--- config.mk ---
export PLATFORM = sky130hd
export DESIGN_NAME = stack_graph_traversal_flat
export DESIGN_NICKNAME = d
export VERILOG_FILES = /design/src/rtl/core/sgt_pkg.sv /design/src/rtl/core/sgt_req_if.sv /design/src/rtl/core/sgt_rsp_if.sv /design/src/rtl/core/sgt_msb_pick.sv /design/src/rtl/core/stack_graph_traversal.sv /design/src/flat_wrapper.sv
export SDC_FILE = /design/constraint.sdc
export NUM_CORES = 2
export LEC_CHECK = 0
export BUFFER_PORTS_ARGS = -buffer_cell sky130_fd_sc_hd__buf_2
export CAP_MARGIN = 20
export CORE_UTILIZATION = 42
export CTS_CLUSTER_SIZE = 25
export DETAILED_ROUTE_END_ITERATION = 8
export SLEW_MARGIN = 15
export SYNTH_ARGS = -nofsm -noshare
export SYNTH_HDL_FRONTEND = slang
export SYNTH_MEMORY_MAX_BITS = 65536
export SYNTH_SLANG_ARGS = --single-unit
export TNS_END_PERCENT = 10
--- constraint.sdc ---
create_clock -name clock -period 12.07 [get_ports clock]
set_input_delay 0.6035 -clock clock [delete_from_list [all_inputs] [get_ports clock]]
set_output_delay 0.6035 -clock clock [all_outputs]
set_load 0.01 [all_outputs]
--- src/rtl/core/sgt_pkg.sv ---
// sgt_pkg: field widths, codes and beat types for the stack graph traversal block.
// No dependencies; used by the channel interfaces and by the top level.

package sgt_pkg;

   localparam int VERTEX_W = 6;
   localparam int ROW_W    = 64;
   localparam int COUNT_W  = 7;

   localparam logic [COUNT_W-1:0] COUNT_RESET = 7'd64;

   localparam logic KIND_ROW   = 1'b0;
   localparam logic KIND_START = 1'b1;

   typedef struct packed {
      logic                kind;
      logic [VERTEX_W-1:0] row_index;
      logic [ROW_W-1:0]    row_bits;
      logic [VERTEX_W-1:0] start_vertex;
   } req_type;

   typedef struct packed {
      logic [VERTEX_W-1:0] vertex;
      logic                last;
      logic                bad_start;
   } rsp_type;

endpackage

--- src/rtl/core/sgt_req_if.sv ---
// sgt_req_if: valid/ready channel for request beats (row loads and starts).
// Depends on sgt_pkg.

interface sgt_req_if;
   import sgt_pkg::*;

   logic    valid;
   logic    ready;
   req_type data;

   modport source (output valid, output data, input ready);
   modport sink   (input valid, input data, output ready);
endinterface

--- src/rtl/core/sgt_rsp_if.sv ---
// sgt_rsp_if: valid/ready channel for response beats (visited vertices).
// Depends on sgt_pkg.

interface sgt_rsp_if;
   import sgt_pkg::*;

   logic    valid;
   logic    ready;
   rsp_type data;

   modport source (output valid, output data, input ready);
   modport sink   (input valid, input data, output ready);
endinterface

--- src/rtl/core/sgt_msb_pick.sv ---
// sgt_msb_pick: finds the highest set bit of a vector, without a priority chain.
// Standalone; used by stack_graph_traversal for the neighbor scan.

module sgt_msb_pick #(
   parameter int WIDTH = 64
) (
   input  logic [WIDTH-1:0]         vec,
   output logic [$clog2(WIDTH)-1:0] idx,
   output logic                     found
);
   localparam int IDX_W = $clog2(WIDTH);

   logic [WIDTH-1:0] rev;
   logic [WIDTH-1:0] low;
   logic [WIDTH-1:0] hot;

   // highest bit of vec is the lowest bit of the reversed vector: r & -r
   always_comb begin
      for (int i = 0; i < WIDTH; i++) begin
         rev[i] = vec[WIDTH-1-i];
      end
      low = rev & (~rev + WIDTH'(1));
      for (int i = 0; i < WIDTH; i++) begin
         hot[i] = low[WIDTH-1-i];
      end
   end

   always_comb begin
      idx = '0;
      for (int i = 0; i < WIDTH; i++) begin
         if (hot[i]) begin
            idx = idx | IDX_W'(i);
         end
      end
   end

   assign found = |vec;

endmodule

--- src/rtl/core/stack_graph_traversal.sv ---
// stack_graph_traversal: depth-first search over an adjacency matrix in memory.
// Depends on sgt_pkg, sgt_req_if, sgt_rsp_if and sgt_msb_pick.
//
//   channel   dir  beat contents
//   req_beat  in   kind, row_index, row_bits, start_vertex
//   rsp_beat  out  vertex, last, bad_start
//   csr       in   vertex_count write (csr_wr_en, csr_wr_data)
//
// A row load is written from idle; a bad start answers through S_BAD. A good
// start pushes the start vertex; then each vertex is popped, its row read, its
// new neighbors pushed and it is sent. The pace is set by the stack read ->
// adjacency read chain and by the single stack write port, one push per cycle.
// Reset is synchronous; row and stack memories are not cleared.
// Responses go out through a register; a stalled sink holds the scan at its end.

module stack_graph_traversal #(
   parameter int MAX_VERTICES = 64
) (
   input  logic                        clock,
   input  logic                        reset,
   input  logic                        csr_wr_en,
   input  logic [sgt_pkg::COUNT_W-1:0] csr_wr_data,
   sgt_req_if.sink                     req_beat,
   sgt_rsp_if.source                   rsp_beat
);
   import sgt_pkg::*;

   localparam int IDX_W = $clog2(MAX_VERTICES);
   localparam int DEP_W = $clog2(MAX_VERTICES + 1);

   localparam logic [2:0] S_IDLE  = 3'd0;
   localparam logic [2:0] S_BAD   = 3'd1;
   localparam logic [2:0] S_POP   = 3'd2;
   localparam logic [2:0] S_RDADJ = 3'd3;
   localparam logic [2:0] S_LOAD  = 3'd4;
   localparam logic [2:0] S_SCAN  = 3'd5;

   logic [2:0]              state_ff, state_in;
   logic [COUNT_W-1:0]      vertex_count_ff, vertex_count_in;
   logic [DEP_W-1:0]        depth_ff, depth_in;
   logic [MAX_VERTICES-1:0] visited_ff, visited_in;
   logic [MAX_VERTICES-1:0] cand_ff, cand_in;
   logic [IDX_W-1:0]        cur_ff, cur_in;
   logic [VERTEX_W-1:0]     start_ff, start_in;
   logic                    rsp_valid_ff, rsp_valid_in;
   rsp_type                 rsp_data_ff, rsp_data_in;

   // memories
   logic [MAX_VERTICES-1:0] adj_mem [MAX_VERTICES];
   logic [IDX_W-1:0]        stack_mem [MAX_VERTICES];
   logic [MAX_VERTICES-1:0] adj_rd_ff;
   logic [IDX_W-1:0]        stack_rd_ff;

   logic                    adj_we;
   logic [IDX_W-1:0]        adj_waddr;
   logic [IDX_W-1:0]        adj_raddr;
   logic                    stack_we;
   logic [IDX_W-1:0]        stack_waddr;
   logic [IDX_W-1:0]        stack_wdata;
   logic [IDX_W-1:0]        stack_raddr;

   logic [COUNT_W-1:0]      eff_count;
   logic [MAX_VERTICES-1:0] count_mask;
   logic [MAX_VERTICES-1:0] cand_new;
   logic                    out_free;
   logic [IDX_W-1:0]        pick_idx;
   logic                    pick_found;

   assign eff_count = (vertex_count_ff > COUNT_W'(MAX_VERTICES)) ?
                      COUNT_W'(MAX_VERTICES) : vertex_count_ff;

   always_comb begin
      for (int i = 0; i < MAX_VERTICES; i++) begin
         count_mask[i] = COUNT_W'(i) < eff_count;
      end
   end

   assign cand_new    = adj_rd_ff & ~visited_ff & count_mask;
   assign out_free    = !rsp_valid_ff || rsp_beat.ready;
   assign adj_waddr   = req_beat.data.row_index[IDX_W-1:0];
   assign adj_raddr   = stack_rd_ff;
   assign stack_raddr = IDX_W'(depth_ff - DEP_W'(1));

   sgt_msb_pick #(
      .WIDTH (MAX_VERTICES)
   ) u_pick (
      .vec   (cand_ff),
      .idx   (pick_idx),
      .found (pick_found)
   );

   always_ff @(posedge clock) begin
      if (adj_we) begin
         adj_mem[adj_waddr] <= req_beat.data.row_bits[MAX_VERTICES-1:0];
      end
      adj_rd_ff <= adj_mem[adj_raddr];
   end

   always_ff @(posedge clock) begin
      if (stack_we) begin
         stack_mem[stack_waddr] <= stack_wdata;
      end
      stack_rd_ff <= stack_mem[stack_raddr];
   end

   always_comb begin
      state_in        = state_ff;
      vertex_count_in = vertex_count_ff;
      depth_in        = depth_ff;
      visited_in      = visited_ff;
      cand_in         = cand_ff;
      cur_in          = cur_ff;
      start_in        = start_ff;
      rsp_valid_in    = rsp_valid_ff && !rsp_beat.ready;
      rsp_data_in     = rsp_data_ff;
      adj_we          = 1'b0;
      stack_we        = 1'b0;
      stack_waddr     = depth_ff[IDX_W-1:0];
      stack_wdata     = pick_idx;

      if (csr_wr_en) begin
         vertex_count_in = csr_wr_data;
      end

      case (state_ff)
         S_IDLE: begin
            if (req_beat.valid) begin
               if (req_beat.data.kind == KIND_ROW) begin
                  adj_we = {1'b0, req_beat.data.row_index} < (VERTEX_W + 1)'(MAX_VERTICES);
               end else if ({1'b0, req_beat.data.start_vertex} >= eff_count) begin
                  start_in = req_beat.data.start_vertex;
                  state_in = S_BAD;
               end else begin
                  visited_in = '0;
                  visited_in[req_beat.data.start_vertex[IDX_W-1:0]] = 1'b1;
                  stack_we    = 1'b1;
                  stack_waddr = '0;
                  stack_wdata = req_beat.data.start_vertex[IDX_W-1:0];
                  depth_in    = DEP_W'(1);
                  state_in    = S_POP;
               end
            end
         end
         S_BAD: begin
            if (out_free) begin
               rsp_valid_in          = 1'b1;
               rsp_data_in.vertex    = start_ff;
               rsp_data_in.last      = 1'b1;
               rsp_data_in.bad_start = 1'b1;
               state_in              = S_IDLE;
            end
         end
         S_POP: begin
            depth_in = depth_ff - DEP_W'(1);
            state_in = S_RDADJ;
         end
         S_RDADJ: begin
            cur_in   = stack_rd_ff;
            state_in = S_LOAD;
         end
         S_LOAD: begin
            // all unvisited neighbors get marked now; pushes follow one a cycle
            cand_in    = cand_new;
            visited_in = visited_ff | cand_new;
            state_in   = S_SCAN;
         end
         S_SCAN: begin
            if (pick_found) begin
               stack_we          = 1'b1;
               depth_in          = depth_ff + DEP_W'(1);
               cand_in[pick_idx] = 1'b0;
            end else if (out_free) begin
               rsp_valid_in          = 1'b1;
               rsp_data_in.vertex    = VERTEX_W'(cur_ff);
               rsp_data_in.last      = depth_ff == '0;
               rsp_data_in.bad_start = 1'b0;
               state_in              = (depth_ff == '0) ? S_IDLE : S_POP;
            end
         end
         default: begin
            state_in = S_IDLE;
         end
      endcase
   end

   always_ff @(posedge clock) begin
      if (reset) begin
         state_ff        <= S_IDLE;
         vertex_count_ff <= COUNT_RESET;
         depth_ff        <= '0;
         visited_ff      <= '0;
         rsp_valid_ff    <= 1'b0;
      end else begin
         state_ff        <= state_in;
         vertex_count_ff <= vertex_count_in;
         depth_ff        <= depth_in;
         visited_ff      <= visited_in;
         rsp_valid_ff    <= rsp_valid_in;
      end
   end

   always_ff @(posedge clock) begin
      cand_ff     <= cand_in;
      cur_ff      <= cur_in;
      start_ff    <= start_in;
      rsp_data_ff <= rsp_data_in;
   end

   assign req_beat.ready = state_ff == S_IDLE;
   assign rsp_beat.valid = rsp_valid_ff;
   assign rsp_beat.data  = rsp_data_ff;

endmodule
--- src/flat_wrapper.sv ---
// flat-port wrapper written by rule: the top's interface ports become plain ports
module stack_graph_traversal_flat import sgt_pkg::*;
#(
   parameter int MAX_VERTICES = 64
)
  (clock, reset, csr_wr_en, csr_wr_data, req_beat_valid, req_beat_data, req_beat_ready, rsp_beat_valid, rsp_beat_data, rsp_beat_ready);
  sgt_req_if req_beat_i ();
  sgt_rsp_if rsp_beat_i ();
  input  logic clock;
  input  logic reset;
  input  logic csr_wr_en;
  input  logic [sgt_pkg::COUNT_W-1:0] csr_wr_data;
  input wire logic [$bits(req_beat_i.valid)-1:0] req_beat_valid;
  input wire logic [$bits(req_beat_i.data)-1:0] req_beat_data;
  output wire logic [$bits(req_beat_i.ready)-1:0] req_beat_ready;
  output wire logic [$bits(rsp_beat_i.valid)-1:0] rsp_beat_valid;
  output wire logic [$bits(rsp_beat_i.data)-1:0] rsp_beat_data;
  input wire logic [$bits(rsp_beat_i.ready)-1:0] rsp_beat_ready;
  assign req_beat_i.valid = req_beat_valid;
  assign req_beat_i.data = req_beat_data;
  assign req_beat_ready = req_beat_i.ready;
  assign rsp_beat_valid = rsp_beat_i.valid;
  assign rsp_beat_data = rsp_beat_i.data;
  assign rsp_beat_i.ready = rsp_beat_ready;
  stack_graph_traversal #(.MAX_VERTICES(MAX_VERTICES)) u_core (.clock(clock), .reset(reset), .csr_wr_en(csr_wr_en), .csr_wr_data(csr_wr_data), .req_beat(req_beat_i), .rsp_beat(rsp_beat_i));
endmodule
### After elaboration in Yosys (flattened, before gate mapping)

Memory sizes are Yosys's and may differ from the RTL's. A register that Yosys moved wholly into a read port is not among the register bits.
Cells that the tools add are included.

| cells by class | value |
|---|---|
| $lt $le $gt $ge | 70 |
| multiplexer cells | 177 |
| bitwise operators | 8 |
| reductions and logical operators | 19 |
| equality and inequality tests | 13 |
| $add $sub $neg | 3 |

Operators by type and width:

| cell | number |
|---|---|
| $mux 64 | 11 |
| $mux 6 | 61 |
| $pmux 64 s2 | 2 |
| $lt 6x7->1 const A | 32 |
| $and 64x64->64 | 3 |
| $not 64->64 | 2 |
| $lt 5x7->1 const A | 16 |
| $mux 7 | 12 |
| $mux 5 | 16 |
| $or 64x64->64 | 1 |
| $reduce_or 64->1 | 1 |
| $add 63x1->63 const B | 1 |
| $and 63x63->63 | 1 |
| $not 63->63 | 1 |
| $mux 3 | 19 |
| $lt 4x7->1 const A | 8 |
| $mux 8 | 7 |
| $mux 4 | 8 |
| $mux 1 | 30 |
| $lt 3x7->1 const A | 4 |
| $pmux 7 s3 | 1 |
| $pmux 3 s6 | 1 |
| $pmux 8 s2 | 1 |
| $lt 1x7->1 const A | 2 |
| 25 further kinds | 49 |

| word-level totals | value |
|---|---|
| bits in registers | 166 |
| bits of input ports | 89 |
| output and inout bits | 10 |
| word-level logic and storage cells | 303 |
| memories | 2 |
| bits in writable memories | 4,480 |

Memories:

| name | depth | width | read ports | clocked after Yosys merged registers in | write ports | RTL line | RTL |
|---|---|---|---|---|---|---|---|
| u_core.adj_mem | 64 | 64 | 1 | 1 | 1 | stack_graph_traversal.sv:49 | `logic [MAX_VERTICES-1:0] adj_mem [MAX_VERTICES];` |
| u_core.stack_mem | 64 | 6 | 1 | 1 | 1 | stack_graph_traversal.sv:50 | `logic [IDX_W-1:0] stack_mem [MAX_VERTICES];` |

### Logic depth before layout (Yosys ltp)

| logic depth | value |
|---|---|
| word-level depth | 76 |
| gate-level depth with buffers | 14 |
| mapped depth without buffers | 11 |

### Modules after synthesis

A second synthesis with hierarchy kept.

| unflattened totals | value |
|---|---|
| cell total of the unflattened synthesis | 8,031 |
| area, all modules | 181,594.2 um^2 |

Modules (own cells, without submodules):

| module | seq. area each (um^2) | cells an instance | times used | area an instance (um^2) |
|---|---|---|---|---|
| stack_graph_traversal | 140,094.4 | 7,848 | 1 | 180,341.7 |
| sgt_msb_pick | 0.0 | 183 | 1 | 1,252.5 |

### Least setup slack after synthesis

Ideal clock, no wire load.

| timing | value |
|---|---|
| kind | input-to-reg |
| start point | in req_beat_data[0] |
| end point | mem u_core.stack_mem[0][2] (netlist name) (data pin) |
| required time | 11,521 ps |
| path buffers | 2 |
| library setup time | 549 ps |
| cell stages on the path | 11 |
| data arrival time | 4,533 ps |
| setup slack | 6,989 ps |
| path through | clkbuf_1 > inv_1 > ha_1 > nand2b_1 > a21o_1 > a21o_1 > a21o_1 > a31oi_1 > nand4_1 > clkbuf_1 > a21oi_1 |

| between the ends | value |
|---|---|
| cells in the longest elaborated chain, start to end | 11 |

Ends and longest elaborated chain:

| element | RTL line | RTL |
|---|---|---|
| start, declared | flat_wrapper.sv:14 | `input wire logic [$bits(req_beat_i.data)-1:0] req_beat_data;` |
| $ge 6x7->1 | stack_graph_traversal.sv:130 | `end else if ({1'b0, req_beat.data.start_vertex} >= eff_count) begin` |
| $mux 6 | stack_graph_traversal.sv:130 |  |
| $mux 6 | stack_graph_traversal.sv:128 | `if (req_beat.data.kind == KIND_ROW) begin` |
| $mux 6 | stack_graph_traversal.sv:127 | `if (req_beat.valid) begin` |
| $mux 6 | stack_graph_traversal.sv:125 | `case (state_ff)` |
| $mux 6 | stack_graph_traversal.sv:128 |  |
| $mux 6 | stack_graph_traversal.sv:127 |  |
| $mux 6 | stack_graph_traversal.sv:125 |  |
| $mux 6 | stack_graph_traversal.sv:127 |  |
| $mux 6 (2 in a row) | stack_graph_traversal.sv:125 |  |
| named net u_core.stack_wdata[2] | stack_graph_traversal.sv:59 | `logic [IDX_W-1:0] stack_wdata;` |
| end, declared | stack_graph_traversal.sv:50 |  |

The timed path passes the listed nets, and every way through them passes these cells. The select of a mux whose other input is x is not followed.

### Final worst setup path

| timing | value |
|---|---|
| start point | reg u_core.state_ff[2] |
| end point | mem u_core.adj_mem[39][57], enable pin |

| between the ends | value |
|---|---|
| cells in the longest elaborated chain, start to end | 4 |

Ends and longest elaborated chain:

| element | RTL line | RTL |
|---|---|---|
| start, declared | stack_graph_traversal.sv:38 | `logic [2:0] state_ff, state_in;` |
| start signal, assigned | stack_graph_traversal.sv:194 | `state_ff <= state_in;` |
| $logic_not 3->1 | stack_graph_traversal.sv:125 |  |
| $mux 1 | stack_graph_traversal.sv:125 |  |
| $mux 1 | stack_graph_traversal.sv:93 | `if (adj_we) begin` |
| $mux 1 (implied by the code) | stack_graph_traversal.sv:94 | `adj_mem[adj_waddr] <= req_beat.data.row_bits[MAX_VERTICES-1:0];` |
| end, declared | stack_graph_traversal.sv:49 |  |

Every way passes these cells.

==> flow_summary_export.csv <==
group,metric,value,unit
outcome,status,"complete, no violations",
placed_design,hpwlAfterDp,291,mm
critical_path,regToRegSetupSlack,6720,ps
cells_and_area,n_fill_cell,34100,
sta,worst_slew_pin_slew,1210,ps
yosys,synthSimpleGateAreaFrac,0.0194,
clock_tree,clockBufferDepth,4,
critical_path,reg2reg_depth,6,
clock_tree,cts.sinks,4716,
clock_tree,clk_pin_slew,60,ps
yosys,postSynthAreaPerCell,23.3,sq um
critical_path,crit_required,12660,ps
global_route,grt.overflow.total,0,
sta,hold_violations,0,
yosys,synth_edf_count,4564,
floorplan,fp.coreArea,429000,sq um
detailed_routing,wl,502,mm
sta,final_max_slew_viol_count,0,
yosys,ys_ff_latch,4716,
run,maxCapViolCount,0,
global_route,grt_antenna_before_repair,74,
hold_path,holdCritPathClass,"in -> reg",
critical_path,timing.rr.start,"u_core.state_ff[2]$_SDFFE_PP0P_",
clock_tree,cts_tree,"done",
clock_tree,h-tree-depth,5,
hold_path,min_from,"req_beat_data[66]",
critical_path,start_kind,"flip-flop",
clock_tree,clockRootBuffer,"clkbuf_16",
detailed_routing,drt_iter0_drc,12400,
yosys,yosysSeqAreaShare,0.773,
sta,slew_headroom,0.183,
clock_tree,post_cts.repair.setup_buffers,0,
sta,grt_setup_unrepaired,"no",
yosys,yosysUniqueCellTypes,86,
detailed_routing,dr.pass1.iters,8,
yosys,yosys.area_share.xor_xnor,0.000242,
placed_design,io_buffers,98,
cells_and_area,area_growth,13.3,%
detailed_routing,vias,88200,
yosys,ys.flop_type,"edfxtp_1",
critical_path,critical_path_class,"reg -> reg",
detailed_routing,wl_per_cell,35.1,microns
sta,fin_skew,52.7,ps
hold_path,min_path_cells,1,
sta,tns,0,ps
placed_design,gp_congestion,0.882,
floorplan,die-area,434000,sq um
cells_and_area,seqCellArea,140000,sq um
power,leakagePower,62.6,nW
yosys,ys_async_sr_fraction,0,
floorplan,dieWidth,659,microns
yosys,postSynthCellCount,7784,
yosys,synth_top_family_by_area,"multiplexers",
critical_path,crit_arrival,5940,ps
floorplan,ios,99,
cells_and_area,multiInputGateArea,40000,sq um
detailed_routing,route.detailed.drc,0,
detailed_routing,vias_per_cell,6.17,
sta,setup-violations-final,0,
global_route,first_global_vias,87600,
yosys,synth_nets,7882,
critical_path,crit_fanout,30,
hold_path,min_to,"u_core.adj_mem[35][60]$_DFFE_PP_",
critical_path,regToRegEndpoint,"u_core.adj_mem[39][57]$_DFFE_PP_",
floorplan,num_rows,240,
sta,finalCriticalPeriod,5350,ps
yosys,syn_area,181000,sq um
yosys,synthAdderAreaFrac,0.000621,
global_route,grt_max_degree,114,
floorplan,start_util,0.423,
global_route,track_usage,0.229,
cells_and_area,final_cell_mix,"edfxtp_1 (4564), mux4_2 (1470), clkbuf_16 (468)",
power,ir_drop,215,uV
floorplan,die_height,659,microns
clock_tree,clk_latency,1010,ps
global_route,grt_pass1_wl,699,mm
power,p_per_area,217,nW/um^2
cells_and_area,stdcell_count,14300,
cells_and_area,drive_above_1_share,0.306,
clock_tree,cts_resized,0,
detailed_routing,ant_nets,0,
placed_design,dp_cells,13400,
yosys,muxShareOfSynthArea,0.183,
yosys,yosys_warnings,0,
cells_and_area,final_common_cell,"edfxtp_1",
clock_tree,cts_buffers,464,
yosys,synth_compound_area_frac,0.0139,
sta,min_period_over_period,0.443,
sta,fmax,187,MHz
cells_and_area,nets,8276,
critical_path,end_kind,"flip-flop",
==> power by group <==
part           leakage, nW  switching [mW]  internal [mW]
registers             42.3           0.685           18.2
logic                 12.9            6.15           5.28
clock network         7.35            6.22           8.10
total                 62.6            13.1           31.6
==> metrics by stage <==
stage / total power, mW / hold slack, ps / util / instance area [sq um] / setup WS, ps
floorplan: 26.1 / 406 / - / 181000 / 6990
global placement: 30.6 / 495 / 0.443 / 190000 / 6790
detailed placement: 30.7 / 502 / 0.444 / 190000 / 6770
CTS: 44.9 / 44.2 / 0.479 / 205000 / 6750
global route: 45.9 / 2.81 / 0.479 / 205000 / 6590
finish: 44.6 / 39.1 / 0.479 / 205000 / 6720
==> area by class of cell <==
class,instances,share of cell area
sequential,4716,0.682
multi-input combinational,2588,0.195
clock buffer,582,0.0599
tap,5687,0.0346
timing repair buffer,357,0.0141
clock inverter,282,0.0131
inverter,51,0.000932
antenna,36,0.000439
==> worst max-delay path by stage <==
stage                                          startpoint                                end  slack [ps]  cells past startpoint
after floorplan                          req_beat_data[0]   u_core.stack_mem[0][2]$_DFFE_PP_        6990                     11
after global placement                   req_beat_data[0]  u_core.stack_mem[36][5]$_DFFE_PP_        6790                     12
after detailed placement                 req_beat_data[0]  u_core.stack_mem[32][5]$_DFFE_PP_        6770                     12
after CTS                 u_core.state_ff[2]$_SDFFE_PP0P_   u_core.adj_mem[39][57]$_DFFE_PP_        6750                      6
after global routing      u_core.state_ff[2]$_SDFFE_PP0P_    u_core.adj_mem[39][4]$_DFFE_PP_        6590                      6
final                     u_core.state_ff[2]$_SDFFE_PP0P_   u_core.adj_mem[39][57]$_DFFE_PP_        6720                      6
==> routing by layer <==
metal,share of wire,global-route usage,vias to the layer above
met5,0.00030,0,-
met4,0.026,0.0570,26
met3,0.095,0.0435,771
met2,0.47,0.360,4680
met1,0.41,0.331,48300
li1,-,-,34400
==> synthesized netlist by cell type, types with 19 or more instances <==
library cell | number | area, sq um
nor2_1 | 218 | 818
inv_1 | 49 | 184
nand2_1 | 109 | 409
nor3_1 | 102 | 510
nand3_1 | 60 | 300
and3_1 | 19 | 119
edfxtp_1 | 4564 | 137000
dfxtp_1 | 152 | 3040
o21ai_0 | 119 | 596
buf_1 | 86 | 323
clkbuf_1 | 332 | 1250
o2111ai_1 | 27 | 236
a21oi_1 | 165 | 826
mux4_2 | 1470 | 33100
==> cell families after synthesis <==
logic type | count (synthesis)
DFF | 4716
muxes | 1476
and+or+nand+nor | 682
buffers and inverters | 480
AOI/OAI and AO/OA | 416
adders and majority gates | 9
xor gates and xnor gates | 5
==> state kept, by name, indices dropped and copies added (netlist names), 3 cells and up <==
name	count
u_core.adj_mem	4096
u_core.stack_mem	384
u_core.adj_rd_ff	64
u_core.cand_ff	64
u_core.visited_ff	64
u_core.rsp_beat.data	8
u_core.depth_ff	7
u_core.vertex_count_ff	7
u_core.adj_raddr	6
u_core.cur_ff	6
u_core.start_ff	6
u_core.state_ff	3
==> critical path, stage by stage, from the launching register on <==
cell and delay [ps]:
dfxtp_1 450, nor3_1 670, and4b_1 780, nand3_1 750, nor2_4 770, buf_4 750, buf_4 660
==> what timing repair did <==
action | 4_1_cts | 5_1_grt
hold buffers | 12 | 2
hold endpoints to repair | 9 | 20
setup endpoints to repair | 0 | 0
No activity file was read; power rests on OpenSTA's default activity.
